`src/rtl/nfir_pkg.sv`:
```
// ----------------------------------------------------------------------------
// nfir_pkg
// Shared types and constants for the negated FIR filter.
// ----------------------------------------------------------------------------
package nfir_pkg;

    localparam int OPC_W  = 2;
    localparam int IDX_W  = 7;
    localparam int DATA_W = 16;
    localparam int ACC_W  = 32;
    localparam int TC_W   = 8;
    localparam int SHIFT  = 2;

    localparam logic [TC_W-1:0] TAP_COUNT_RST = 8'd95;
    localparam logic [TC_W-1:0] TAP_MIN       = 8'd2;

    typedef enum logic [OPC_W-1:0] {
        OP_FILTER  = 2'd0,
        OP_LOAD    = 2'd1,
        OP_RESTART = 2'd2
    } t_opcode;

    typedef enum logic [4:0] {
        S_CLEAR = 5'b00001,
        S_IDLE  = 5'b00010,
        S_RUN   = 5'b00100,
        S_DRAIN = 5'b01000,
        S_DONE  = 5'b10000
    } t_state;

    // MAC step control, aligned with the registered memory read data
    typedef struct packed {
        logic clr;
        logic valid;
        logic last;
    } t_mac_ctl;

endpackage

```
`src/rtl/nfir_mac.sv`:
```
// ----------------------------------------------------------------------------
// nfir_mac
// Shared multiply-accumulate unit: registered 16x16 product, then the
// accumulator subtracts the product shifted left by two.
// ----------------------------------------------------------------------------
module nfir_mac import nfir_pkg::*; (
    input  logic                     i_clk,
    input  logic                     i_rst_n,
    input  t_mac_ctl                 i_ctl,
    input  logic signed [DATA_W-1:0] i_coef,
    input  logic signed [DATA_W-1:0] i_hist,
    input  logic signed [DATA_W-1:0] i_x,
    output logic signed [ACC_W-1:0]  o_acc,
    output logic                     o_fin
);

    logic signed [DATA_W-1:0] smp;
    logic signed [ACC_W-1:0]  prod;
    logic signed [ACC_W-1:0]  r_prod;
    logic                     r_p_valid;
    logic                     r_p_last;
    logic signed [ACC_W-1:0]  r_acc;
    logic                     r_fin;

    // last step pairs the final coefficient with the new sample
    assign smp  = i_ctl.last ? i_x : i_hist;
    assign prod = i_coef * smp;

    always_ff @(posedge i_clk) begin
        r_prod <= prod;
        if (i_ctl.clr) begin
            r_acc <= '0;
        end else if (r_p_valid) begin
            r_acc <= r_acc - {r_prod[ACC_W-SHIFT-1:0], {SHIFT{1'b0}}};
        end
    end

    always_ff @(posedge i_clk) begin
        if (!i_rst_n) begin
            r_p_valid <= 1'b0;
            r_p_last  <= 1'b0;
            r_fin     <= 1'b0;
        end else begin
            r_p_valid <= i_ctl.valid;
            r_p_last  <= i_ctl.valid & i_ctl.last;
            r_fin     <= r_p_valid & r_p_last;
        end
    end

    assign o_acc = r_acc;
    assign o_fin = r_fin;

endmodule

```
`config.mk`:
```
export PLATFORM = sky130hd
export DESIGN_NAME = nfir_mac
export DESIGN_NICKNAME = d
export VERILOG_FILES = /design/src/rtl/nfir_pkg.sv /design/src/rtl/nfir_mac.sv
export SDC_FILE = /design/constraint.sdc
export NUM_CORES = 1
export LEC_CHECK = 0
export ABC_AREA = 1
export BUFFER_PORTS_ARGS = -buffer_cell sky130_fd_sc_hd__buf_4
export CORE_MARGIN = 2
export CORE_UTILIZATION = 69
export DETAILED_ROUTE_END_ITERATION = 12
export PLACE_DENSITY = 0.95
export SYNTH_ARGS = -nofsm -noshare
export SYNTH_HDL_FRONTEND = slang
export SYNTH_SLANG_ARGS = --single-unit
export TNS_END_PERCENT = 20
```
`constraint.sdc`:
```
create_clock -name i_clk -period 14.8 [get_ports i_clk]
set_input_delay 1.48 -clock i_clk [delete_from_list [all_inputs] [get_ports i_clk]]
set_output_delay 1.48 -clock i_clk [all_outputs]
set_load 0.01 [all_outputs]
```
# ---- Word level (Yosys, flattened, before mapping)
# Index checks and enable logic that the tools add are counted.
dict set report word_totals {
  ff_bits 65
  output_inout_bits 33
}
dict set report classes {
  add_sub_neg 1
  n_mul 1
  muxes 1
  bitwise_logic 2
}
# op count
set ops {}
lappend ops {{$sub 32x32->32} 1}
lappend ops {{$mul 16x16->30} 1}
lappend ops {{$mux 16} 1}
lappend ops {{$and 1x1->1} 2}

# ---- Logic depth before layout (Yosys ltp)
dict set report logic_depth {
  ltp_word 2
  ltp_mapped 30
  mapped_depth_nobuf 27
}

# ---- Least setup slack after synthesis
# No wires, ideal clock.
dict set report synth_path {
  path_type {input port to flip-flop}
  start {input port i_ctl[0] (netlist name)}
  end {register r_prod[28]}
  setup_ns 0.072
  t_arrival_ns 6.985
  required_time_ns 14.728
  setup_slack_ns 7.743
  cell_stages 23
  path_buffers 2
  cell_sequence {buf_6 -> buf_2 -> or2_2 -> nand2_2 -> nor2_1 -> fa_1 -> inv_1 -> fa_1 -> inv_1 -> fa_1 -> fa_1 -> inv_1 -> fa_1 -> inv_1 -> fa_1 -> ha_1 -> inv_1 -> nor3_1 -> nand2_1 -> nor3_1 -> nand2_1 -> o211ai_1 -> xor2_1}
}
dict set report synth_via {
  elab_chain_cells 2
}
# element line
set synth_rtl {}
lappend synth_rtl {{from (decl)} nfir_mac.sv:9} ;# input t_mac_ctl i_ctl,
lappend synth_rtl {{$mux 16} nfir_mac.sv:26} ;# assign smp = i_ctl.last ? i_x : i_hist;
lappend synth_rtl {{$mul 16x16->30} nfir_mac.sv:27} ;# assign prod = i_coef * smp;
lappend synth_rtl {{via prod[28]} nfir_mac.sv:18} ;# logic signed [ACC_W-1:0] prod;
lappend synth_rtl {{to (signal assigned)} nfir_mac.sv:30} ;# r_prod <= prod;
lappend synth_rtl {{to (decl)} nfir_mac.sv:19} ;# logic signed [ACC_W-1:0] r_prod;
# The timed path passes the listed nets, and every way through them passes these cells.
# A chain may end at the register's enable or synchronous reset.

# ---- Worst setup path after layout
# Same ends and word-level chain as after synthesis.

==> results by group <==
Critical path
  – Element type at the critical path start: input pin
  – WP data required: 15.08 ns
  – CP Data Arrival Time: 7.69 ns
  – CP Class: in -> reg
  – Setup crit end kind: register
  – Critical Path Fanout Max: 20

Drt
  – # DRC: 0
  – Antenna Nets Post-Route: 0
  – Drt wl/cell: 19.0 µm
  – DRT Pass-1 Iters: 8
  – Initial detailed-routing violation count: 1120
  – Vias: 12400
  – DRT Wirelength: 41200 µm
  – Vias/cell: 5.70

Die
  – Die area: 21100 µm²
  – I/O pin count: 86
  – Starting Density: 0.706
  – Die extent in x: 145 µm
  – Row count: 51
  – Core region area: 19500 µm²
  – Chip Height: 145 µm

CTS
  – CTS Buf Count: 9
  – Root buffer cell: clkbuf_16
  – # resized after CTS: 0
  – CTS tree: done
  – H-tree depth: 3
  – # clock sinks: 63
  – Hold_buf cts: 0
  – Clock Latency Late Sink: 0.34 ns
  – Clock tree buffer depth: 2
  – Reg clk slew, reported paths: 0.06 ns
  – # Post-CTS Setup Buffers: 0

Place
  – Dpl hpwl: 35100 µm
  – Gpl congestion: 1.00
  – Cell Area, Placed: 14600 µm²
  – # port buffers: 83

Logic synthesis
  – Yosys warns: 0
  – Sequential area share after synthesis: 0.0914
  – Post-synth ARST share: 0
  – Adder-cell share of the synthesized area: 0.459
  – Seq cells post-synth: 63
  – EDFF count, synth: 0
  – Syn Inst Count: 1843
  – Mux share of post-synthesis cell area: 0.000998
  – Most common flop cell mapped by yosys: dfxtp_1
  – Largest family of logic cells by synthesized area: adder cells
  – Post-Synth Simple-Gate Area: 0.221
  – Post-synthesis compound-gate area fraction: 0.0589
  – XOR/XNOR share of the synthesized area: 0.0317
  – Synthesized cell area: 13800 µm²
  – Post-Syn Area per Cell: 7.48 µm²
  – Number of library cell types mapped by synthesis: 44

Layout
  – Layout cell share with drive strength beyond 1: 0.0876
  – Design Area, Final: 14900 µm²
  – FILL cells: 1490
  – Commonest non-fill, non-tap cells in the layout: 434 x inv_1, 356 x nand2_1, 260 x nor2_1, 249 x fa_1, 108 x ha_1
  – Multi-input gate area: 10700 µm²
  – Layout Nets: 2311
  – Layout Area Growth over Synthesis: 7.70%
  – Ant. Diodes: 0
  – Final core utilization: 0.761
  – Commonest non-fill, non-tap cell in the layout: inv_1
  – Storage cell area: 1260 µm²

Global route
  – GRT overflow: 0
  – Initial antenna violation count: 1
  – Pin count of the biggest net entering global routing: 50
  – First-pass GRT wire length: 66700 µm
  – Vias in the first global route: 13200
  – GRT Overall Usage: 0.406

STA
  – Slew margin rel.: 0.480
  – Fin Setup TNS: 0 ns
  – Unrepaired setup endpoints after global routing: no
  – Worst hold margin: 0.479 ns
  – Tcrit/Tclk final: 0.501
  – Final Max Slew Viols: 0
  – Worst-margin pin slew: 0.780 ns
  – Skew final: 0.0109 ns
  – Fin crit period: 7.41 ns
  – Fmax: 135 MHz
  – Finish-stage setup viols: 0
  – Final Hold Fails: 0

Flow run
  – MaxCap Viol Count: 0

Outcome
  – Status: finished, final reports clean

Worst hold path
  – Hold WC Path Type: reg -> reg
[layer usage]
layer	up-vias	global-route usage	wire length (µm)
met4	2	0.221	2630
met3	205	0.0884	4360
li1	5564	-	-
met2	730	0.695	20000
met1	5870	0.480	14200
met5	-	0	13
[per-stage QoR]
step           setup slack [ns]  std cells
6_report                   7.39       2171
5_1_grt                    7.04       2171
4_1_cts                    7.43       2171
3_5_place_dp               7.11       2155
3_3_place_gp               7.29       2155
2_1_floorplan              7.74       1844
[cell usage after synthesis (2+ instances only)]
library cell / n / area, µm²
nor4_1: 2 / 12.5
o21ai_0: 42 / 210
xnor2_1: 16 / 140
buf_1: 4 / 15.0
a21o_1: 3 / 22.5
o21a_1: 2 / 15.0
o21ai_2: 5 / 43.8
inv_1: 434 / 1630
dfxtp_1: 63 / 1260
nor3_1: 11 / 55.1
fa_1: 249 / 4980
inv_2: 11 / 41.3
nand3b_1: 2 / 15.0
nand2_1: 356 / 1340
or2_1: 5 / 31.3
xor2_1: 34 / 298
nor2_1: 260 / 976
buf_4: 3 / 22.5
clkbuf_1: 21 / 78.8
buf_6: 4 / 45.0
nand3_2: 3 / 30.0
o21bai_1: 7 / 52.6
nor2_2: 4 / 25.0
o21ai_1: 10 / 50.1
a21oi_2: 4 / 35.0
a31oi_1: 2 / 12.5
nand3_1: 51 / 255
nand4_1: 14 / 87.6
a211oi_1: 2 / 15.0
a21oi_1: 59 / 295
nand2_2: 14 / 87.6
ha_1: 108 / 1350
nor3_2: 2 / 20.0
buf_2: 10 / 50.1
or2_2: 17 / 106
[worst max-delay path: stages]
cell and delay, ns:
buf_4 0.22, inv_2 0.15, or2_2 0.31, nand2_2 0.21
nor2_1 0.10, fa_1 0.74, inv_1 0.14, fa_1 0.74
inv_1 0.23, fa_1 0.51, fa_1 0.56, inv_1 0.05
fa_1 0.48, inv_1 0.05, fa_1 0.44, ha_1 0.36
inv_1 0.07, nor3_1 0.24, nand2_1 0.11, nor3_1 0.14
nand2_1 0.08, o211ai_1 0.11, xor2_1 0.15
[final timing paths]
check | depth (start not counted) | slack [ns] | endpoint | from
worst max register to register | 15 | 12.33 | o_acc[22] | o_acc[2]
worst min register to register | 1 | 0.48 | o_fin | r_p_last
worst max-delay path | 23 | 7.39 | r_prod[28] | i_ctl[0]
worst min-delay path | 1 | 0.48 | o_fin | r_p_last
[flip-flops by register name, summed over array words and instances (netlist names)]
register and count:
r_p_valid 1, o_fin 1, o_acc 30, r_prod 30
r_p_last 1
[cells by family after synthesis]
family,Yosys count
flip-flops,63
XOR/XNOR,50
buffers and inverters,488
AND/OR/NAND/NOR,742
AO/OA/AOI/OAI,141
adder cells (fa/ha/maj),357
multiplexers,1
other,1
[final cells by class]
type | count | share of cell area
multi-input cells | 1293 | 0.717
inverters | 446 | 0.113
flip-flops and latches | 63 | 0.0849
repair buffers | 88 | 0.0445
well taps | 265 | 0.0223
clock buffers | 9 | 0.0152
clock inverters | 7 | 0.00354
Power is left out: the tool's default activity adds up to more than one toggle a clock period on the data nets, which glitch-free logic cannot reach.
