--- config.mk ---
export PLATFORM = sky130hd
export DESIGN_NAME = nfir_mem
export DESIGN_NICKNAME = d
export VERILOG_FILES = /design/src/rtl/nfir_pkg.sv /design/src/rtl/nfir_mem.sv
export SDC_FILE = /design/constraint.sdc
export NUM_CORES = 2
export LEC_CHECK = 0
export ABC_CLOCK_PERIOD_IN_PS = 2590
export BUFFER_PORTS_ARGS = -buffer_cell sky130_fd_sc_hd__buf_4
export CAP_MARGIN = 20
export CORE_MARGIN = 2
export CORE_UTILIZATION = 50
export CTS_BUF_LIST = sky130_fd_sc_hd__clkbuf_16
export DETAILED_ROUTE_END_ITERATION = 7
export PLACE_DENSITY = 0.76
export SYNTH_ARGS = -nofsm -noshare
export SYNTH_HDL_FRONTEND = slang
export SYNTH_SLANG_ARGS = --single-unit
--- constraint.sdc ---
create_clock -name i_clk -period 2.59 [get_ports i_clk]
set_input_delay 0.1295 -clock i_clk [delete_from_list [all_inputs] [get_ports i_clk]]
set_output_delay 0.1295 -clock i_clk [all_outputs]
set_load 0.01 [all_outputs]
--- src/rtl/nfir_pkg.sv ---
// ----------------------------------------------------------------------------
// nfir_pkg
// Shared types and constants for the negated FIR filter.
// ----------------------------------------------------------------------------
package nfir_pkg;

    localparam int OPC_W  = 2;
    localparam int IDX_W  = 7;
    localparam int DATA_W = 16;
    localparam int ACC_W  = 32;
    localparam int TC_W   = 8;
    localparam int SHIFT  = 2;

    localparam logic [TC_W-1:0] TAP_COUNT_RST = 8'd95;
    localparam logic [TC_W-1:0] TAP_MIN       = 8'd2;

    typedef enum logic [OPC_W-1:0] {
        OP_FILTER  = 2'd0,
        OP_LOAD    = 2'd1,
        OP_RESTART = 2'd2
    } t_opcode;

    typedef enum logic [4:0] {
        S_CLEAR = 5'b00001,
        S_IDLE  = 5'b00010,
        S_RUN   = 5'b00100,
        S_DRAIN = 5'b01000,
        S_DONE  = 5'b10000
    } t_state;

    // MAC step control, aligned with the registered memory read data
    typedef struct packed {
        logic clr;
        logic valid;
        logic last;
    } t_mac_ctl;

endpackage

--- src/rtl/nfir_mem.sv ---
// ----------------------------------------------------------------------------
// nfir_mem
// Coefficient store and sample history, one write and one registered read
// port each.
// ----------------------------------------------------------------------------
module nfir_mem import nfir_pkg::*; #(
    parameter int  MAX_TAPS = 128,
    localparam int HD       = MAX_TAPS - 1,
    localparam int AW       = $clog2(MAX_TAPS),
    localparam int HAW      = (HD > 1) ? $clog2(HD) : 1
) (
    input  logic                     i_clk,
    input  logic                     i_coef_we,
    input  logic [AW-1:0]            i_coef_waddr,
    input  logic signed [DATA_W-1:0] i_coef_wdata,
    input  logic [AW-1:0]            i_coef_raddr,
    output logic signed [DATA_W-1:0] o_coef_rdata,
    input  logic                     i_hist_we,
    input  logic [HAW-1:0]           i_hist_waddr,
    input  logic signed [DATA_W-1:0] i_hist_wdata,
    input  logic [HAW-1:0]           i_hist_raddr,
    output logic signed [DATA_W-1:0] o_hist_rdata
);

    logic signed [DATA_W-1:0] coef_mem [MAX_TAPS];
    logic signed [DATA_W-1:0] hist_mem [HD];
    logic signed [DATA_W-1:0] r_coef_rd;
    logic signed [DATA_W-1:0] r_hist_rd;

    always_ff @(posedge i_clk) begin
        if (i_coef_we) begin
            coef_mem[i_coef_waddr] <= i_coef_wdata;
        end
        r_coef_rd <= coef_mem[i_coef_raddr];
    end

    always_ff @(posedge i_clk) begin
        if (i_hist_we) begin
            hist_mem[i_hist_waddr] <= i_hist_wdata;
        end
        r_hist_rd <= hist_mem[i_hist_raddr];
    end

    assign o_coef_rdata = r_coef_rd;
    assign o_hist_rdata = r_hist_rd;

endmodule

Yosys cells after proc, flatten, opt, wreduce, memory -nomap -nowiden
Memories as Yosys holds them, arrays and structs flattened. A register that Yosys moved wholly into a read port is not among the register bits. Index checks and enable logic that the tools add are counted.

Output and inout bits: 32. Memories: 2. Flip-flop bits (word level): 0. Bits in writable memories: 4080. Input port bits: 63.

Memories: coef_mem (depth 128, bits a word 16, read ports 1, clocked after memory_dff 1, wr ports 1, line nfir_mem.sv:25) `logic signed [DATA_W-1:0] coef_mem [MAX_TAPS];`; hist_mem (depth 127, bits a word 16, read ports 1, clocked after memory_dff 1, wr ports 1, line nfir_mem.sv:26) `logic signed [DATA_W-1:0] hist_mem [HD];`.

Mux-type cells: 4.

Operators by type and width (count): $mux W1 (4).

Longest topological paths before layout
Word-level depth: 2. Depth in mapped cells: 9. Mapped depth without buffers: 5.

Worst setup path after synthesis
Ideal clock, no wire load.

Kind: input -> register. Start: in i_hist_waddr[5]. End: mem hist_mem[34][0], enable pin. Required time: 2.181 ns. Library setup time: 0.409 ns. Path slack: 0.347 ns. Stages: 3. Path buffers: 0. Arrival time: 1.833 ns. Cell sequence: nor2b_1 nand3_1 nor3_1.

RTL lines: from (decl) (line nfir_mem.sv:19) `input logic [HAW-1:0] i_hist_waddr,`; to (decl) (line nfir_mem.sv:26).

Straight into the memory's write port.

==> results.tsv <==
stage	metric	value	unit
clocking	CTS Buf Count	393	
drt	DRT Pass-1 Iters	6	
sta	clock skew	0.1000	ns
global_route	pin count of the biggest net entering global routing	129	
sta	min Tclk post-route	2.453	ns
drt	final wirelength	386800	um
clocking	Post CTS Setup Buffer Count	0	
clocking	later-pin clock latency in the skew report	1.00	ns
sta	total negative slack	0	ns
placed_design	dpl hpwl	227700	um
critical_path	Startpoint Class	primary input	
placed_design	# port buffers	94	
yosys	synthesized area	156700	um2
power	Net Switching	29120	uW
yosys	fraction of registers with async set/reset	0	
global_route	first-pass GRT wire length	557700	um
clocking	CTS Sinks	4112	
critical_path	reg-to-reg endpoint	o_hist_rdata[6]	
layout	fraction of layout instances using a drive strength above 1	0.2954	
power	Power Internal	107200	uW
floorplan	chip height	563.8	um
layout	final std cells w/o fill	12160	
clocking	CTS tree	built	
worst_hold_path	Hold Crit Depth	6	
sta	Hold Worst Slack	0.1309	ns
power	Comb pwr share	0.052	
worst_hold_path	Min-Delay Path Class	primary input to register	
critical_path	FF-to-FF path depth	6	
sta	RSZ-0062 raised after global routing	false	
yosys	top cell type's share of synthesized area	0.7820	
sta	Slew Viols, Final	0	
floorplan	Core Area	311900	um2
critical_path	Req. time, crit path	3.47	ns
yosys	count leader, synth	edfxtp_1	
power	leakage power	0.05772	uW
yosys	most frequent cells after synthesis	edfxtp_1 (4080), mux4_2 (1006), mux2i_1 (305)	
sta	Setup-failing EPs final	0	
clocking	Post-CTS Hold Buffers	62	
power	Power Density	755.0	nW/um2
critical_path	Critical Path AT	3.33	ns
placed_design	dpl cells	11370	
clocking	clk slew on worst S/H paths	0.06	ns
global_route	GRT met3 Usage	0.04844	
worst_hold_path	hold endpoint	o_coef_rdata[10]	
placed_design	routability congestion estimate	0.8865	
power	switch share	0.2137	
sta	relative slew slack	0.3429	
yosys	mean area per synthesized cell	22.99	um2
yosys	largest cells by area after synthesis	edfxtp_1 (78%), mux4_2 (14%), mux2i_1 (1.9%), a22oi_1 (1.0%), nor2_1 (0.71%)	
clocking	clk root buf	clkbuf_16	
yosys	Post-synth EDFFs	4080	
global_route	met1 GRT Util	0.3210	
yosys	most used flip-flop cell after synthesis	edfxtp_1	
global_route	GRT overflow	0	
yosys	flops & latches, synth	4112	
layout	multi-input logic area	31690	um2
drt	starting DRC count in detailed routing	11010	
critical_path	R2R Setup Slk	0.16	ns
sta	final hold vios	0	
floorplan	Die W	563.8	um
yosys	Syn Nets	6879	
global_route	GRT Max-Usage Layer	met2	
drt	Vias	77490	
critical_path	crit path max fanout	10	
drt	Residual DRC	0	
run	Max Cap Viol	0	
yosys	synth warn	0	
yosys	Yosys cell types	44	
sta	period utilisation layout	0.9470	
global_route	GRT met2 Usage	0.3901	
floorplan	Cell Rows	205	
power	Reg power frac	0.541	
critical_path	CP Capture Type	register	
yosys	Seq/Total Area, Yosys	0.7860	
yosys	Post-Syn Instances	6816	
power	Clock Power Share	0.408	
worst_hold_path	HP Start	i_coef_raddr[4]	
drt	wire per inst	31.82	um
drt	Vias/cell	6.373	
drt	ANT nets after route	0	
layout	Layout area overhead	15.22	%
yosys	dominant cell type by area after synthesis	edfxtp_1	
layout	Fillers	21180	
floorplan	starting density of the core	0.5023	
power	VDD IR-drop max	0.7923	mV
floorplan	Die ar.	317900	um2
floorplan	IO Count	95	
clocking	cts repair resizes	0	
global_route	total track usage	0.2417	
status	outcome	complete, no violations	
clocking	CTS max path bufs	4	
layout	NumNets Final	7751	
global_route	initial antenna violation count	27	
critical_path	Crit Reg-Reg Startpoint	hist_mem[110][6]	
layout	Register Area	123200	um2
sta	maximum clock frequency	407.7	MHz
global_route	vias in the first global route	78740	
clocking	H-tree depth	5	
sta	worst-margin pin slew	0.9766	ns
critical_path	Crit Path Category	primary input to register	
power groups by stage:
stage,Combinational (uW),Sequential (uW),Clock (uW)
after detailed placement,6890,75100,0
final,7080,73700,55500
after global routing,7370,73600,58500
after global placement,6720,75000,0
after floorplan,3380,75000,0
after CTS,7040,73700,56100
layout make-up:
class	count	area share
tap	4140	0.02869
sequential	4112	0.6822
antenna	13	0.0001802
multi-input combinational	2336	0.1755
inverter	2	0.00004159
clock inverter	318	0.01453
timing repair buffer	843	0.04403
clock buffer	395	0.05475
through the flow:
stage,setup slack (ns),area [um2],util,total power (uW)
3_5_place_dp,-0.3668,167400,0.5366,81950
2_1_floorplan,0.3473,156700,-,78380
4_1_cts,0.1948,180500,0.5787,136800
3_3_place_gp,-0.4148,167400,0.5366,81760
5_1_grt,0.1297,180500,0.5787,139500
6_report,0.1372,180500,0.5788,136300
cells in the final DEF, fill, tap and decap left out, types with 4 or more instances in the layout:
master | Yosys | layout
nor3_2 | 0 | 14
bufinv_16 | 0 | 31
nor3_1 | 34 | 20
nor4_1 | 17 | 16
nand3_1 | 28 | 28
nand4_1 | 39 | 39
a21oi_1 | 44 | 44
clkinv_2 | 0 | 66
o221ai_1 | 14 | 14
buf_4 | 46 | 662
inv_16 | 0 | 4
clkinv_1 | 2 | 99
nand2_1 | 56 | 56
clkinvlp_4 | 0 | 9
diode_2 | 0 | 13
nand2b_1 | 47 | 47
nor2_1 | 298 | 297
nand3b_1 | 7 | 7
buf_12 | 0 | 114
o22ai_1 | 109 | 109
dfxtp_1 | 32 | 32
o211ai_1 | 31 | 31
inv_1 | 0 | 85
inv_6 | 0 | 4
edfxtp_1 | 4080 | 4080
clkbuf_16 | 0 | 395
buf_8 | 3 | 5
nor2b_1 | 21 | 19
clkinv_16 | 0 | 12
clkinv_8 | 0 | 6
a31oi_1 | 17 | 17
mux2i_1 | 305 | 305
a22oi_1 | 217 | 217
mux2_2 | 21 | 21
mux4_2 | 1006 | 1006
dlygate4sd3_1 | 0 | 62
cells by family (layout without fill, tap and decap cells):
logic type	Yosys count	count (layout)	synth area share
other	0	13	0
buffers and inverters	368	1558	0.01231
AO/OA/AOI/OAI	443	443	0.01964
flip-flops	4112	4112	0.7860
AND/OR/NAND/NOR	561	561	0.01641
multiplexers	1332	1332	0.1656
how the worst max path moves through the flow:
stage / from / endpoint / depth (start not counted)
2_1_floorplan: i_hist_waddr[5] / hist_mem[34][0] / 3
5_1_grt: hist_mem[111][6] / o_hist_rdata[6] / 6
6_report: i_hist_raddr[3] / o_hist_rdata[7] / 10
4_1_cts: hist_mem[51][7] / o_hist_rdata[7] / 7
3_5_place_dp: i_hist_raddr[2] / o_hist_rdata[8] / 10
3_3_place_gp: i_hist_raddr[2] / o_hist_rdata[8] / 10
state kept, by name, indices dropped and copies added (netlist names):
| name | flops |
|---|---|
| coef_mem | 2048 |
| hist_mem | 2032 |
| o_hist_rdata | 16 |
| o_coef_rdata | 16 |
worst max-delay path: stages:
cell and delay (ns):
dlygate4sd3_1 0.61, buf_4 0.19, nand3b_1 0.30, buf_4 0.26, o22ai_1 0.21, nor4_1 0.89
buf_4 0.24, o221ai_1 0.11, buf_4 0.20, a21oi_1 0.17
metal layers:
layer,vias to the layer above,share of wire
li1,30880,-
met1,40590,0.35
met2,5084,0.49
met3,915,0.11
met4,26,0.051
met5,-,0.00043
Note: power is estimated with default switching activity, not from simulation.
