### src/rtl/nfir_pkg.sv
// ----------------------------------------------------------------------------
// nfir_pkg
// Shared types and constants for the negated FIR filter.
// ----------------------------------------------------------------------------
package nfir_pkg;

    localparam int OPC_W  = 2;
    localparam int IDX_W  = 7;
    localparam int DATA_W = 16;
    localparam int ACC_W  = 32;
    localparam int TC_W   = 8;
    localparam int SHIFT  = 2;

    localparam logic [TC_W-1:0] TAP_COUNT_RST = 8'd95;
    localparam logic [TC_W-1:0] TAP_MIN       = 8'd2;

    typedef enum logic [OPC_W-1:0] {
        OP_FILTER  = 2'd0,
        OP_LOAD    = 2'd1,
        OP_RESTART = 2'd2
    } t_opcode;

    typedef enum logic [4:0] {
        S_CLEAR = 5'b00001,
        S_IDLE  = 5'b00010,
        S_RUN   = 5'b00100,
        S_DRAIN = 5'b01000,
        S_DONE  = 5'b10000
    } t_state;

    // MAC step control, aligned with the registered memory read data
    typedef struct packed {
        logic clr;
        logic valid;
        logic last;
    } t_mac_ctl;

endpackage

### src/rtl/nfir_ctrl.sv
// ----------------------------------------------------------------------------
// nfir_ctrl
// Sequencer: history clearing pass, item decode, tap/ring counters and
// memory addressing for the shared MAC.
// ----------------------------------------------------------------------------
module nfir_ctrl import nfir_pkg::*; #(
    parameter int  MAX_TAPS = 128,
    localparam int HD       = MAX_TAPS - 1,
    localparam int AW       = $clog2(MAX_TAPS),
    localparam int HAW      = (HD > 1) ? $clog2(HD) : 1
) (
    input  logic                     i_clk,
    input  logic                     i_rst_n,
    input  logic                     i_cfg_we,
    input  logic [TC_W-1:0]          i_cfg_data,
    input  logic                     i_valid,
    output logic                     o_ready,
    input  logic [OPC_W-1:0]         i_opcode,
    input  logic [IDX_W-1:0]         i_coef_slot,
    input  logic signed [DATA_W-1:0] i_coefficient,
    input  logic signed [DATA_W-1:0] i_sample_in,
    input  logic                     i_out_free,
    output logic                     o_out_ld,
    input  logic                     i_fin,
    output logic                     o_coef_we,
    output logic [AW-1:0]            o_coef_waddr,
    output logic signed [DATA_W-1:0] o_coef_wdata,
    output logic [AW-1:0]            o_coef_raddr,
    output logic                     o_hist_we,
    output logic [HAW-1:0]           o_hist_waddr,
    output logic signed [DATA_W-1:0] o_hist_wdata,
    output logic [HAW-1:0]           o_hist_raddr,
    output t_mac_ctl                 o_mac,
    output logic signed [DATA_W-1:0] o_x
);

    t_state                   r_state, n_state;
    logic [HAW-1:0]           r_clr, n_clr;
    logic [HAW-1:0]           r_ring, n_ring;
    logic [TC_W-1:0]          r_tap_count;
    logic [AW-1:0]            r_len, n_len;
    logic [AW-1:0]            r_t, n_t;
    logic [HAW-1:0]           r_pos, n_pos;
    logic signed [DATA_W-1:0] r_x, n_x;
    t_mac_ctl                 r_s1, n_s1;

    logic                     accept;
    logic                     slot_ok;
    logic [AW-1:0]            len_use;
    logic [HAW-1:0]           pos0;
    logic [AW-1:0]            pos_p1;
    logic [HAW-1:0]           pos_nx;
    logic                     last;

    assign o_ready = (r_state == S_IDLE);
    assign accept  = i_valid & o_ready;
    assign slot_ok = (32'(i_coef_slot) < MAX_TAPS);

    always_comb begin
        if (r_tap_count < TAP_MIN) begin
            len_use = AW'(1);
        end else if (32'(r_tap_count) > MAX_TAPS) begin
            len_use = AW'(MAX_TAPS - 1);
        end else begin
            len_use = AW'(r_tap_count - 8'd1);
        end
    end

    assign pos0   = (AW'(r_ring) >= len_use) ? '0 : r_ring;
    assign pos_p1 = AW'(r_pos) + AW'(1);
    assign pos_nx = (pos_p1 == r_len) ? '0 : HAW'(pos_p1);
    assign last   = (r_t == r_len);

    always_comb begin
        n_state      = r_state;
        n_clr        = r_clr;
        n_ring       = r_ring;
        n_len        = r_len;
        n_t          = r_t;
        n_pos        = r_pos;
        n_x          = r_x;
        n_s1         = '0;
        o_out_ld     = 1'b0;
        o_coef_we    = 1'b0;
        o_hist_we    = 1'b0;
        o_hist_waddr = r_pos;
        o_hist_wdata = r_x;
        unique case (r_state)
            S_CLEAR: begin
                o_hist_we    = 1'b1;
                o_hist_waddr = r_clr;
                o_hist_wdata = '0;
                if (r_clr == HAW'(HD - 1)) begin
                    n_state = S_IDLE;
                end else begin
                    n_clr = r_clr + HAW'(1);
                end
            end
            S_IDLE: begin
                if (accept) begin
                    unique case (i_opcode)
                        OP_FILTER: begin
                            n_len    = len_use;
                            n_pos    = pos0;
                            n_t      = '0;
                            n_x      = i_sample_in;
                            n_s1.clr = 1'b1;
                            n_state  = S_RUN;
                        end
                        OP_LOAD: begin
                            o_coef_we = slot_ok;
                        end
                        OP_RESTART: begin
                            n_ring = '0;
                        end
                        default: begin
                        end
                    endcase
                end
            end
            S_RUN: begin
                n_s1.valid = 1'b1;
                n_s1.last  = last;
                if (last) begin
                    // position has wrapped back to the oldest entry
                    o_hist_we = 1'b1;
                    n_ring    = pos_nx;
                    n_state   = S_DRAIN;
                end else begin
                    n_t   = r_t + AW'(1);
                    n_pos = pos_nx;
                end
            end
            S_DRAIN: begin
                if (i_fin) begin
                    n_state = S_DONE;
                end
            end
            S_DONE: begin
                if (i_out_free) begin
                    o_out_ld = 1'b1;
                    n_state  = S_IDLE;
                end
            end
            default: begin
                n_state = S_IDLE;
            end
        endcase
    end

    always_ff @(posedge i_clk) begin
        if (!i_rst_n) begin
            r_state     <= S_CLEAR;
            r_clr       <= '0;
            r_ring      <= '0;
            r_tap_count <= TAP_COUNT_RST;
            r_s1        <= '0;
        end else begin
            r_state <= n_state;
            r_clr   <= n_clr;
            r_ring  <= n_ring;
            r_s1    <= n_s1;
            if (i_cfg_we) begin
                r_tap_count <= i_cfg_data;
            end
        end
    end

    always_ff @(posedge i_clk) begin
        r_len <= n_len;
        r_t   <= n_t;
        r_pos <= n_pos;
        r_x   <= n_x;
    end

    assign o_coef_waddr = AW'(i_coef_slot);
    assign o_coef_wdata = i_coefficient;
    assign o_coef_raddr = r_t;
    assign o_hist_raddr = r_pos;
    assign o_mac        = r_s1;
    assign o_x          = r_x;

    a_pos_in_range: assert property (@(posedge i_clk) disable iff (!i_rst_n)
        (r_state == S_RUN) |-> (AW'(r_pos) < r_len))
        else $error("ring position beyond history length");

    a_tap_bound: assert property (@(posedge i_clk) disable iff (!i_rst_n)
        (r_state == S_RUN) |-> (r_t <= r_len))
        else $error("tap counter overran");

    a_idle_quiet: assert property (@(posedge i_clk) disable iff (!i_rst_n)
        (r_state == S_IDLE) |-> (!r_s1.valid && !i_fin))
        else $error("MAC activity while idle");

    a_fin_drain: assert property (@(posedge i_clk) disable iff (!i_rst_n)
        i_fin |-> (r_state == S_DRAIN))
        else $error("accumulation finished outside drain");

endmodule

### config.mk
export PLATFORM = sky130hd
export DESIGN_NAME = nfir_ctrl
export DESIGN_NICKNAME = d
export VERILOG_FILES = /design/src/rtl/nfir_pkg.sv /design/src/rtl/nfir_ctrl.sv
export SDC_FILE = /design/constraint.sdc
export NUM_CORES = 1
export LEC_CHECK = 0
export ABC_AREA = 1
export ABC_CLOCK_PERIOD_IN_PS = 6500
export BUFFER_PORTS_ARGS = -buffer_cell sky130_fd_sc_hd__buf_2
export CAP_MARGIN = 20
export CORE_ASPECT_RATIO = 2
export CORE_MARGIN = 3
export CORE_UTILIZATION = 45
export CTS_CLUSTER_SIZE = 30
export DETAILED_ROUTE_END_ITERATION = 6
export HOLD_SLACK_MARGIN = 0.08
export PLACE_DENSITY = 0.75
export RECOVER_POWER = 100
export REMOVE_ABC_BUFFERS = 1
export SLEW_MARGIN = 25
export SYNTH_ARGS = -nofsm -noshare
export SYNTH_HDL_FRONTEND = slang
export SYNTH_SLANG_ARGS = --single-unit
### constraint.sdc
create_clock -name i_clk -period 6.5 [get_ports i_clk]
set_input_delay 1.3 -clock i_clk [delete_from_list [all_inputs] [get_ports i_clk]]
set_output_delay 1.3 -clock i_clk [all_outputs]
set_load 0.02 [all_outputs]
Word level (Yosys, flattened, before mapping)

Cells that the tools add are included.
W data, S select, Z words.

Register bits after elaboration: 67
Bits of input ports: 55
Output and inout bits: 83
Word-level logic and storage cells: 81

Add/sub/neg operators: 4
Magnitude comparators: 3
Equal/unequal tests: 18
Multiplexer cells: 34
Bitwise logic cells: 2
Reductions and logical operators: 9

Operators by type and width:

| cell                  | number |
|---|---|
| $mux W7               | 14 |
| $pmux W7 S2           | 3 |
| $mux W5               | 6 |
| $pmux W5 S5           | 1 |
| $add A7 B1 Y7 const B | 3 |
| $mux W16              | 1 |
| $eq A7 B7 Y1          | 2 |
| $ne A2 B2 Y1 const B  | 5 |
| $gt A8 B8 Y1 const B  | 1 |
| $lt A8 B2 Y1 const B  | 1 |
| $reduce_and A4 Y1     | 2 |
| $eq A7 B7 Y1 const B  | 1 |
| $ge A7 B7 Y1          | 1 |
| $mux W1               | 7 |
| $sub A7 B1 Y7 const B | 1 |
| $ne A2 B1 Y1 const B  | 3 |
| $reduce_and A3 Y1     | 2 |
| $reduce_and A6 Y1     | 1 |
| $eq A5 B1 Y1 const B  | 1 |
| $eq A5 B2 Y1 const B  | 1 |
| $eq A5 B3 Y1 const B  | 1 |
| $eq A5 B4 Y1 const B  | 1 |
| $eq A5 B5 Y1 const B  | 1 |
| $reduce_and A2 Y1     | 2 |
| 8 further kinds       | 8 |

Logic depth before layout (Yosys ltp)

Gate-level depths: netlist (run 1).

Word-level depth: 8
Mapped depth: 12
Mapped depth without buffers: 12

Worst setup path before layout (run 1)

Ideal clock, no wire load.

Kind: input-to-output
Start: in i_opcode[0]
End: out o_coef_we
Arrival time: 2.041 ns
Path slack: 3.159 ns
Cell stages on the path: 2
Path through: inv_1 -> nor4_1

Word-level cells in the longest chain between the ends: 4

Ends and longest elaborated chain:

| item            | RTL line         | text |
|---|---|---|
| start, declared | nfir_ctrl.sv:18  | `input logic [OPC_W-1:0] i_opcode,` |
| $eq A2 B1 Y1    | nfir_ctrl.sv:101 | `unique case (i_opcode)` |
| $mux W1         | nfir_ctrl.sv:101 |  |
| $mux W1         | nfir_ctrl.sv:100 | `if (accept) begin` |
| $mux W1         | nfir_ctrl.sv:88  | `unique case (r_state)` |
| end, declared   | nfir_ctrl.sv:25  | `output logic o_coef_we,` |

Every way passes these cells.

Worst setup path after layout (run 1)

Start: reg r_state[0]
End: out o_hist_we

Word-level cells in the longest chain between the ends: 2
Elaborated cells on any way between the ends: 3
Those cells by class: 2 x eq/ne; 1 x mux

Ends and longest elaborated chain:

| item                                                | RTL line         | text |
|---|---|---|
| start, declared                                     | nfir_ctrl.sv:37  | `t_state r_state, n_state;` |
| start signal, assigned                              | nfir_ctrl.sv:159 | `r_state <= n_state;` |
| $eq A5 B3 Y1 / $eq A5 B1 Y1 (equally long branches) | nfir_ctrl.sv:88  |  |
| $pmux W1 S2 (*)                                     | nfir_ctrl.sv:88  |  |
| end, declared                                       | nfir_ctrl.sv:29  | `output logic o_hist_we,` |

Every way passes the cells marked *; elsewhere a longest branch is shown, timed or not.

==> metrics.md, run 1 <==
| Metric | Value |
|---|---|
| Crit start category | flop |
| Cells along the critical path | nor2_1 -> nand4_1 -> clkbuf_1 -> inv_1 -> nand3_1 -> nand2_1 -> clkbuf_1 |
| Fill count | 799 |
| First-pass DRT Iterations | 4 |
| Mean post-synth cell area | 7.77 sq um |
| Ys async rst share | 0% |
| Area growth syn-to-layout | 13.3% |
| # DRC | 0 |
| Arrival time worst endpoint | 2.31 ns |
| Max-slew violation count | 0 |
| Post-synth EDFFs | 37 |
| Int Pwr | 876 uW |
| Largest net degree at the start of global routing | 24 |
| Initial core utilization | 46.8% |
| Register area | 1710 sq um |
| Routed Antenna Nets | 0 |
| First-pass GRT wire length | 14.4 mm |
| Clock H-tree levels | 3 |
| MaxCap Viol Count | 0 |
| WS Path Type | reg2out |
| CP Launch Point | r_state[0] |
| Dominant cell by count in the synthesized netlist | nand2_1 |
| Initial antenna violation count | 0 |
| Gr usage total | 19.2% |
| Final period util | 55.6% |
| Final hold vios | 0 |
| Max transition margin | 35.6% |
| Layout cells sized above 1 | 8.41% |
| Synth area leaders | edfxtp_1, dfxtp_1, nand2_1 |
| CTS tree | built |
| Setup TNS | 0 ns |
| WP depth | 7 |
| Hold WC Path Type | reg2reg |
| Reg clk slew, reported paths | 0.05 ns |
| Num CTS Buffers | 9 |
| Switching Fraction | 36.3% |
| PortBufs | 91 |
| Setup bufs post-CTS | 0 |
| Avg Vias per Cell | 5.13 |
| Hold_ws | 0.492 ns |
| Setup WS pre-CTS | 3.28 ns |
| Worst-margin pin slew | 0.967 ns |
| Synth top area share | 29.5% |
| Die area | 9580 sq um |
| CP top delay family | buffers and inverters |
| Placed instance area | 4130 sq um |
| Sw power | 499 uW |
| Routed len/inst | 14.0 um |
| Final Routed Wirelength | 9.19 mm |
| Row cnt | 46 |
| Number of global-route vias before repair | 3,209 |
| Clock sinks | 67 |
| Crit path largest cell delay | 0.72 ns |
| Syn Inst Count | 485 |
| Overflow after GRT | 0 |
| Final Cell Area | 4270 sq um |
| CTS Buffer Depth | 2 |
| Pleak | 1.99 nW |
| Crit path capture type | output pin |
| Worst Skew | 0.00381 ns |
| FF-to-FF End | o_hist_raddr[6] |
| Crit Path Max Fanout | 22 |
| Critical path endpoint | o_hist_we |
| # setup viols final | 0 |
| Final GP Congestion | 0.897 |
| Die width | 70.7 um |
| Worst Slack Setup Final | 2.89 ns |
| I/O Pins | 138 |
| Post-synth top cells | nand2_1, inv_1, nor2_1, edfxtp_1 |
| CTS resizes | 0 |
| Hold buffers post-CTS | 0 |
| Bufs and invs on worst path | 3 |
| Reg-to-reg startpoint | r_tap_count[2] |
| Worst Path Required | 5.20 ns |
| Combinational power share | 30.9% |
| Final Util | 53.0% |
| Multi-input gate area | 1500 sq um |
| Post-synth cell types | 33 |
| Final Critical Period | 3.61 ns |
| Detailed Place HPWL | 7.15 mm |
| Peak Freq | 277 MHz |
| Routed vias | 3,363 |
| Peak supply drop | 202 uV |
| Status | finished clean |
| P per Cell Area | 322 nW/um^2 |
| Seq pwr share | 37.2% |
| Register-to-register setup slack | 3.38 ns |
| Clock share of power | 31.8% |
| Fin nets | 621 |
| Number of diodes | 0 |
| Root Buffer | clkbuf_16 |
| Synthesized flop and latch total | 67 |
| Clk_lat worst skew | 0.33 ns |
| Die Y | 135 um |
| Slowest CP cell | clkbuf_1 |
| Total core area | 8060 sq um |
| Post-synth top area cell | edfxtp_1 |
| Sequential share of the synthesized area | 45.4% |
| YS warnings | 0 |
| Initial drt markers | 140 |
| Cell Area, Synth | 3770 sq um |
| Unrepaired setup endpoints after global routing | no |
| Most used cell, CP | clkbuf_1 |
| Worst reg2reg path depth | 9 |
| Top FF cell, synth | edfxtp_1 |
## worst reg2reg max path: cells and delay by family (launching register included)
| family | cells | cell delay, ns |
|---|---|---|
| compound gates | 5 | 1.49 |
| fa+ha+maj | 1 | 0.30 |
| buf+inv | 1 | 0.23 |
| flops | 1 | 0.35 |
| simple gates | 2 | 0.57 |
## final cells by class
cell class	instances	share of cell area [%]
Timing Repair Buffer	92	8.90
Multi-Input combinational cell	307	35.0
Sequential cell	67	40.1
Tap cell	96	2.81
Clock buffer	14	6.18
Clock inverter	2	0.234
Inverter	77	6.77
## routing by layer
layer | vias to the layer above | wire [um] | GRT usage (%)
met5 | - | 0 | 2.22
met4 | 0 | 297 | 10.1
met3 | 20 | 789 | 7.43
met2 | 137 | 4990 | 36.0
met1 | 1523 | 3110 | 17.0
li1 | 1683 | - | -
## power by group through the flow
stage	Sequential, mW	Combinational [mW]	Clock, mW
after floorplan	0.518	0.323	0
after CTS	0.512	0.464	0.444
after global routing	0.516	0.477	0.462
final	0.512	0.425	0.438
after global placement	0.519	0.449	0
after detailed placement	0.520	0.462	0
## cell usage in the layout, fill, tap and decap left out, types with 9 or more instances in the layout
| cell | synthesis | layout |
|---|---|---|
| a21oi_1 | 30 | 30 |
| buf_2 | 3 | 28 |
| clkbuf_1 | 7 | 67 |
| clkbuf_16 | 0 | 9 |
| dfxtp_1 | 30 | 30 |
| edfxtp_1 | 37 | 37 |
| ha_1 | 12 | 12 |
| inv_1 | 72 | 76 |
| nand2_1 | 104 | 107 |
| nand3_1 | 27 | 27 |
| nand4_1 | 12 | 12 |
| nor2_1 | 58 | 60 |
| o21ai_0 | 27 | 28 |
## how the worst min path moves through the flow
stage | from | end | slack, ns | depth (start not counted)
global placement | r_clr[2] | r_clr[2] | 0.47 | 1
global route | r_clr[6] | r_clr[6] | 0.52 | 2
floorplan | r_clr[6] | r_clr[6] | 0.45 | 2
finish | r_clr[6] | r_clr[6] | 0.49 | 2
detailed placement | r_clr[6] | r_clr[6] | 0.48 | 2
CTS | r_clr[6] | r_clr[6] | 0.49 | 2
## stage by stage
stage | cells | power [mW]
2_1_floorplan | 451 | 0.840
3_3_place_gp | 639 | 0.969
4_1_cts | 655 | 1.42
6_report | 655 | 1.38
5_1_grt | 655 | 1.45
3_5_place_dp | 639 | 0.982
## sequential cells by signal, indices dropped and copies added (netlist names)
name / flops
o_hist_raddr: 7
r_tap_count: 8
o_coef_raddr: 7
r_state: 5
o_mac: 3
o_x: 16
r_len: 7
r_ring: 7
r_clr: 7
## cell families (layout without fill, tap and decap cells)
family | count (synthesis) | in the layout | synth area share (%)
AO/OA/AOI/OAI | 63 | 63 | 8.80
adder cells (fa/ha/maj) | 12 | 12 | 3.98
flip-flops | 67 | 67 | 45.4
AND/OR/NAND/NOR | 225 | 225 | 26.6
buffers and inverters | 111 | 185 | 13.6
XOR/XNOR | 7 | 7 | 1.63
Note: power is estimated with default switching activity, not from simulation.
==> run 2: changes to the inputs <==
- ABC_CLOCK_PERIOD_IN_PS: 6500 -> 3380
- clock period: 6.5 -> 3.38 ns (I/O delays scaled with it)
==> run 2 against run 1 <==
  * Register-to-register slack worse by 2.6 ns
  * Hold slack worse by 0.0011 ns
  * Non-clock buffer count stayed put
  * Core utilization is 0.75 points higher
  * Critical path depth is 1 lower
  * Largest power group is now the clock network
  * Clock-buffer cell count is 5 lower
  * Total power is 100% higher
  * Sequential power is 93% higher
  * First-iteration DRC count is 83% higher
  * Clock power is 130% higher
==> metrics.md, run 2 (synthesized netlist as in run 1, its figures left out) <==
| Metric | Value |
|---|---|
| Status | finished clean |
| Peak supply drop | 313 uV |
| Row cnt | 46 |
| Final GP Congestion | 0.911 |
| Overflow after GRT | 0 |
| Multi-input gate area | 1510 sq um |
| Setup bufs post-CTS | 0 |
| Clk_lat worst skew | 0.34 ns |
| Combinational power share | 29.4% |
| Seq pwr share | 35.2% |
| Clock sinks | 67 |
| Total core area | 8060 sq um |
| First-pass GRT wire length | 15.6 mm |
| Detailed Place HPWL | 7.50 mm |
| HP Start | r_clr[6] |
| Layout cells sized above 1 | 9.84% |
| Reg-to-reg startpoint | r_tap_count[2] |
| Fin nets | 621 |
| PortBufs | 91 |
| Crit start category | flop |
| Hold WC Path Type | reg2reg |
| Num CTS Buffers | 9 |
| Clock H-tree levels | 3 |
| MaxCap Viol Count | 0 |
| Initial core utilization | 46.8% |
| Avg Vias per Cell | 5.18 |
| Final period util | 81.8% |
| Register area | 1710 sq um |
| CTS Buffer Depth | 2 |
| Slowest CP cell | inv_2 |
| Root Buffer | clkbuf_16 |
| Initial drt markers | 256 |
| Fill count | 803 |
| Die area | 9580 sq um |
| Initial antenna violation count | 0 |
| CP top delay family | simple AND/OR/NAND/NOR gates |
| Cells along the critical path | nor2_1 -> nand4_1 -> inv_2 -> nand2_1 -> o21ai_0 -> clkbuf_1 |
| Hold_ws | 0.491 ns |
| Max-slew violation count | 0 |
| Switching Fraction | 36.0% |
| CTS tree | built |
| Clock share of power | 35.4% |
| Crit Path Max Fanout | 21 |
| Final hold vios | 0 |
| Crit path capture type | output pin |
| Worst-margin pin slew | 0.995 ns |
| Gr usage total | 21.0% |
| Worst Path Required | 2.70 ns |
| Routed vias | 3,396 |
| Largest register FFs | 16 |
| Pleak | 2.01 nW |
| Largest net degree at the start of global routing | 24 |
| Arrival time worst endpoint | 2.09 ns |
| Max transition margin | 33.7% |
| Sw power | 1.01 mW |
| Routed Antenna Nets | 0 |
| CP Launch Point | r_state[2] |
| Number of global-route vias before repair | 3,344 |
| Unrepaired setup endpoints after global routing | no |
| # DRC | 0 |
| Area growth syn-to-layout | 14.9% |
| Final Critical Period | 2.77 ns |
| Peak Freq | 362 MHz |
| P per Cell Area | 649 nW/um^2 |
| Bufs and invs on worst path | 2 |
| Setup TNS | 0 ns |
| Int Pwr | 1.80 mW |
| # setup viols final | 0 |
| Final Routed Wirelength | 9.68 mm |
| Hold buffers post-CTS | 0 |
| Die width | 70.7 um |
| Die Y | 135 um |
| Routed len/inst | 14.8 um |
| Number of diodes | 0 |
| Worst Skew | 0.00926 ns |
| CTS resizes | 0 |
| I/O Pins | 138 |
| First-pass DRT Iterations | 6 |
| Most frequent cells in the layout | nand2_1, inv_1, clkbuf_1 |
| Reg clk slew, reported paths | 0.05 ns |
| Most common cell after layout, fill and taps aside | nand2_1 |
| WS Path Type | reg2out |
| Crit path largest cell delay | 0.42 ns |
run 2: cell type report:
class | count | area share, %
well taps | 96 | 2.77
inverters | 77 | 6.67
clock buffers | 9 | 5.20
repair buffers | 92 | 8.81
flip-flops and latches | 67 | 39.5
multi-input cells | 307 | 34.9
clock inverters | 7 | 2.11
run 2: power by group through the flow:
| stage | registers (mW) | logic [mW] | clock network, mW |
|---|---|---|---|
| floorplan | 0.995 | 0.620 | 0 |
| global placement | 1.00 | 0.868 | 0 |
| detailed placement | 1.00 | 0.891 | 0 |
| CTS | 0.988 | 0.895 | 1.01 |
| global route | 0.995 | 0.932 | 1.04 |
| finish | 0.989 | 0.825 | 0.996 |
run 2: worst reg2reg max path: stages (launching register included):
cell	delay [ns]
dfxtp_1	0.35
nor4_1	0.40
nand3b_1	0.19
o21ai_2	0.24
inv_1	0.11
o21ai_0	0.20
ha_1	0.28
nand2_1	0.08
nor2_1	0.04
nand4_1	0.08
o2111ai_1	0.26
o21ai_0	0.24
run 2: stage by stage:
step	util (%)	worst slack (ns)	instance area (sq um)	power, mW	std cells
5_1_grt	53.8	0.325	4330	2.97	655
6_report	53.8	0.615	4330	2.81	655
3_3_place_gp	51.2	1.06	4130	1.87	639
3_5_place_dp	51.2	0.887	4130	1.90	639
4_1_cts	55.2	0.668	4440	2.90	655
2_1_floorplan	-	1.16	3540	1.62	451
run 2: worst paths after layout:
kind	to	slack, ns	cells after the start
worst min register to register	r_clr[6]	0.49	2
worst max register to register	o_hist_raddr[4]	0.74	11
worst min-delay path	r_clr[6]	0.49	2
worst max-delay path	o_hist_waddr[3]	0.61	6
run 2: routing by layer:
layer / vias to the layer above / wire, um / GRT usage [%]
met4: 0 / 573 / 13.4
met3: 41 / 771 / 7.80
met2: 148 / 5090 / 36.6
met1: 1524 / 3250 / 20.0
li1: 1683 / - / -
met5: - / 0 / 2.22
==> run 3: changes to the inputs <==
- ABC_CLOCK_PERIOD_IN_PS: 3380 -> 2300
- PLACE_DENSITY: 0.75 -> 0.78
- clock period: 3.38 -> 2.3 ns (I/O delays scaled with it)
==> run 3 against run 2 <==
  * Global-route usage grew 0.54 points
  * Combinational power rose by 70%
  * The run now ends with negative setup slack left
  * Total power grew 52%
  * Critical path type is now reg2reg
==> metrics.md, run 3 (synthesized netlist as in run 1, its figures left out) <==
| Metric | Value |
|---|---|
| Final GP Congestion | 0.902 |
| Worst Path Required | 2.37 ns |
| P per Cell Area | 928 nW/um^2 |
| Max transition margin | 33.2% |
| Slowest CP cell | dfxtp_2 |
| Peak Freq | 426 MHz |
| Hold WC Path Type | in2reg |
| Area growth syn-to-layout | 22.0% |
| First-pass GRT wire length | 15.8 mm |
| Multi-input gate area | 1650 sq um |
| CTS tree | built |
| MaxCap Viol Count | 0 |
| Final period util | 102% |
| Initial drt markers | 225 |
| Worst-margin pin slew | 1.00 ns |
| I/O Pins | 138 |
| Arrival time worst endpoint | 2.42 ns |
| CTS Buffer Depth | 2 |
| Final Util | 57.1% |
| FF-to-FF End | o_hist_raddr[6] |
| Die width | 70.7 um |
| # setup viols final | 5 |
| Clock sinks | 67 |
| Overflow after GRT | 0 |
| Num CTS Buffers | 9 |
| WS Path Type | reg2reg |
| Die area | 9580 sq um |
| Most frequent cells in the layout | nand2_1, inv_1, buf_2 |
| Layout cells sized above 1 | 22.0% |
| Routed vias | 3,442 |
| Crit path largest cell delay | 0.34 ns |
| Setup TNS | -0.157 ns |
| Largest net degree at the start of global routing | 24 |
| Failing checks | negative setup slack |
| Number of diodes | 0 |
| Critical path endpoint | o_hist_raddr[6] |
| Total power | 4.27 mW |
| Max-slew violation count | 0 |
| Final hold vios | 0 |
| PortBufs | 91 |
| Initial antenna violation count | 0 |
| Crit Path Max Fanout | 7 |
| # DRC | 0 |
| Reg-to-reg startpoint | r_tap_count[1] |
| CP Launch Point | r_tap_count[1] |
| Largest register FFs | 16 |
| Clock H-tree levels | 3 |
| Initial core utilization | 46.8% |
| Cells along the critical path | nor4_4 -> nand3b_1 -> o21ai_4 -> nand3_2 -> ha_4 -> nand2_1 -> nor2_1 -> nand4_1 -> o2111ai_4 -> o21ai_1 |
| Detailed Place HPWL | 7.86 mm |
| Crit path capture type | flop |
| Pleak | 2.20 nW |
| Worst reg2reg path depth | 10 |
| Row cnt | 46 |
| Setup WS pre-CTS | -0.0987 ns |
| Worst Skew | 0.00525 ns |
| Crit start category | flop |
| Gr usage total | 21.5% |
| Most common cell after layout, fill and taps aside | nand2_1 |
| Clk_lat worst skew | 0.33 ns |
| Peak supply drop | 447 uV |
| Fin nets | 634 |
| Root Buffer | clkbuf_16 |
| Routed Antenna Nets | 0 |
| Register area | 1720 sq um |
| Final Routed Wirelength | 10.2 mm |
| Register-to-register setup slack | -0.05 ns |
| Number of global-route vias before repair | 3,396 |
| Status | finished, violations left |
| Hold_ws | 0.304 ns |
| Reg clk slew, reported paths | 0.05 ns |
| Unrepaired setup endpoints after global routing | yes |
| First-pass DRT Iterations | 5 |
| Final Critical Period | 2.35 ns |
| Die Y | 135 um |
| Worst Slack Setup Final | -0.0499 ns |
| Total core area | 8060 sq um |
| Avg Vias per Cell | 5.15 |
| Fill count | 751 |
| Routed len/inst | 15.2 um |
## run 3: cell count changes in the layout (fill, tap and decap cells not counted), sizes merged
cell / before / now
buf: 29 / 77
clkinv: 4 / 1
inv: 78 / 77
clkbuf: 72 / 41
## run 3: what timing repair did
action	4_1_cts	5_1_grt
endpoints found under the setup margin	7	8
hold buffers	0	0
buffers inserted	0	3
pin swaps	8	14
gates resized for setup	20	12
## run 3: routing by layer
metal	vias to the layer above	share of wire [%]	GRT usage [%]
li1	1707	-	-
met1	1580	33	19.8
met2	127	56	40.2
met3	28	6.7	6.76
met4	0	3.8	11.9
met5	-	0	2.22
## run 3: critical path, delay by kind of cell, from the launching register on
kind / cells / cell delay [ns]
and+or+nand+nor: 6 / 0.90
AOI/OAI and AO/OA: 3 / 0.56
DFF: 1 / 0.34
adders and majority gates: 1 / 0.29
## run 3: power breakdown
| part | switching, mW | total, mW | internal, mW |
|---|---|---|---|
| Clock | 0.469 | 1.41 | 0.946 |
| Combinational | 0.945 | 1.40 | 0.451 |
| Sequential | 0.0868 | 1.46 | 1.37 |
## run 3: layout make-up
type	count	share of cell area [%]
timing repair buffer	105	11.4
sequential	67	37.3
clock inverter	3	1.39
multi-input combinational	307	35.8
inverter	77	6.29
clock buffer	13	5.22
tap	96	2.61
## run 3: worst min path at each step
stage | from | to | depth (start not counted)
6_report | i_sample_in[10] | o_x[10] | 1
5_1_grt | i_sample_in[13] | o_x[13] | 1
4_1_cts | i_sample_in[2] | o_x[2] | 1
3_5_place_dp | r_clr[2] | r_clr[2] | 1
3_3_place_gp | r_clr[2] | r_clr[2] | 1
2_1_floorplan | r_clr[6] | r_clr[6] | 2
## run 3: through the flow
stage | cell area, sq um | std cells
floorplan | 3540 | 451
global placement | 4200 | 649
detailed placement | 4200 | 649
CTS | 4570 | 665
global route | 4600 | 668
finish | 4600 | 668
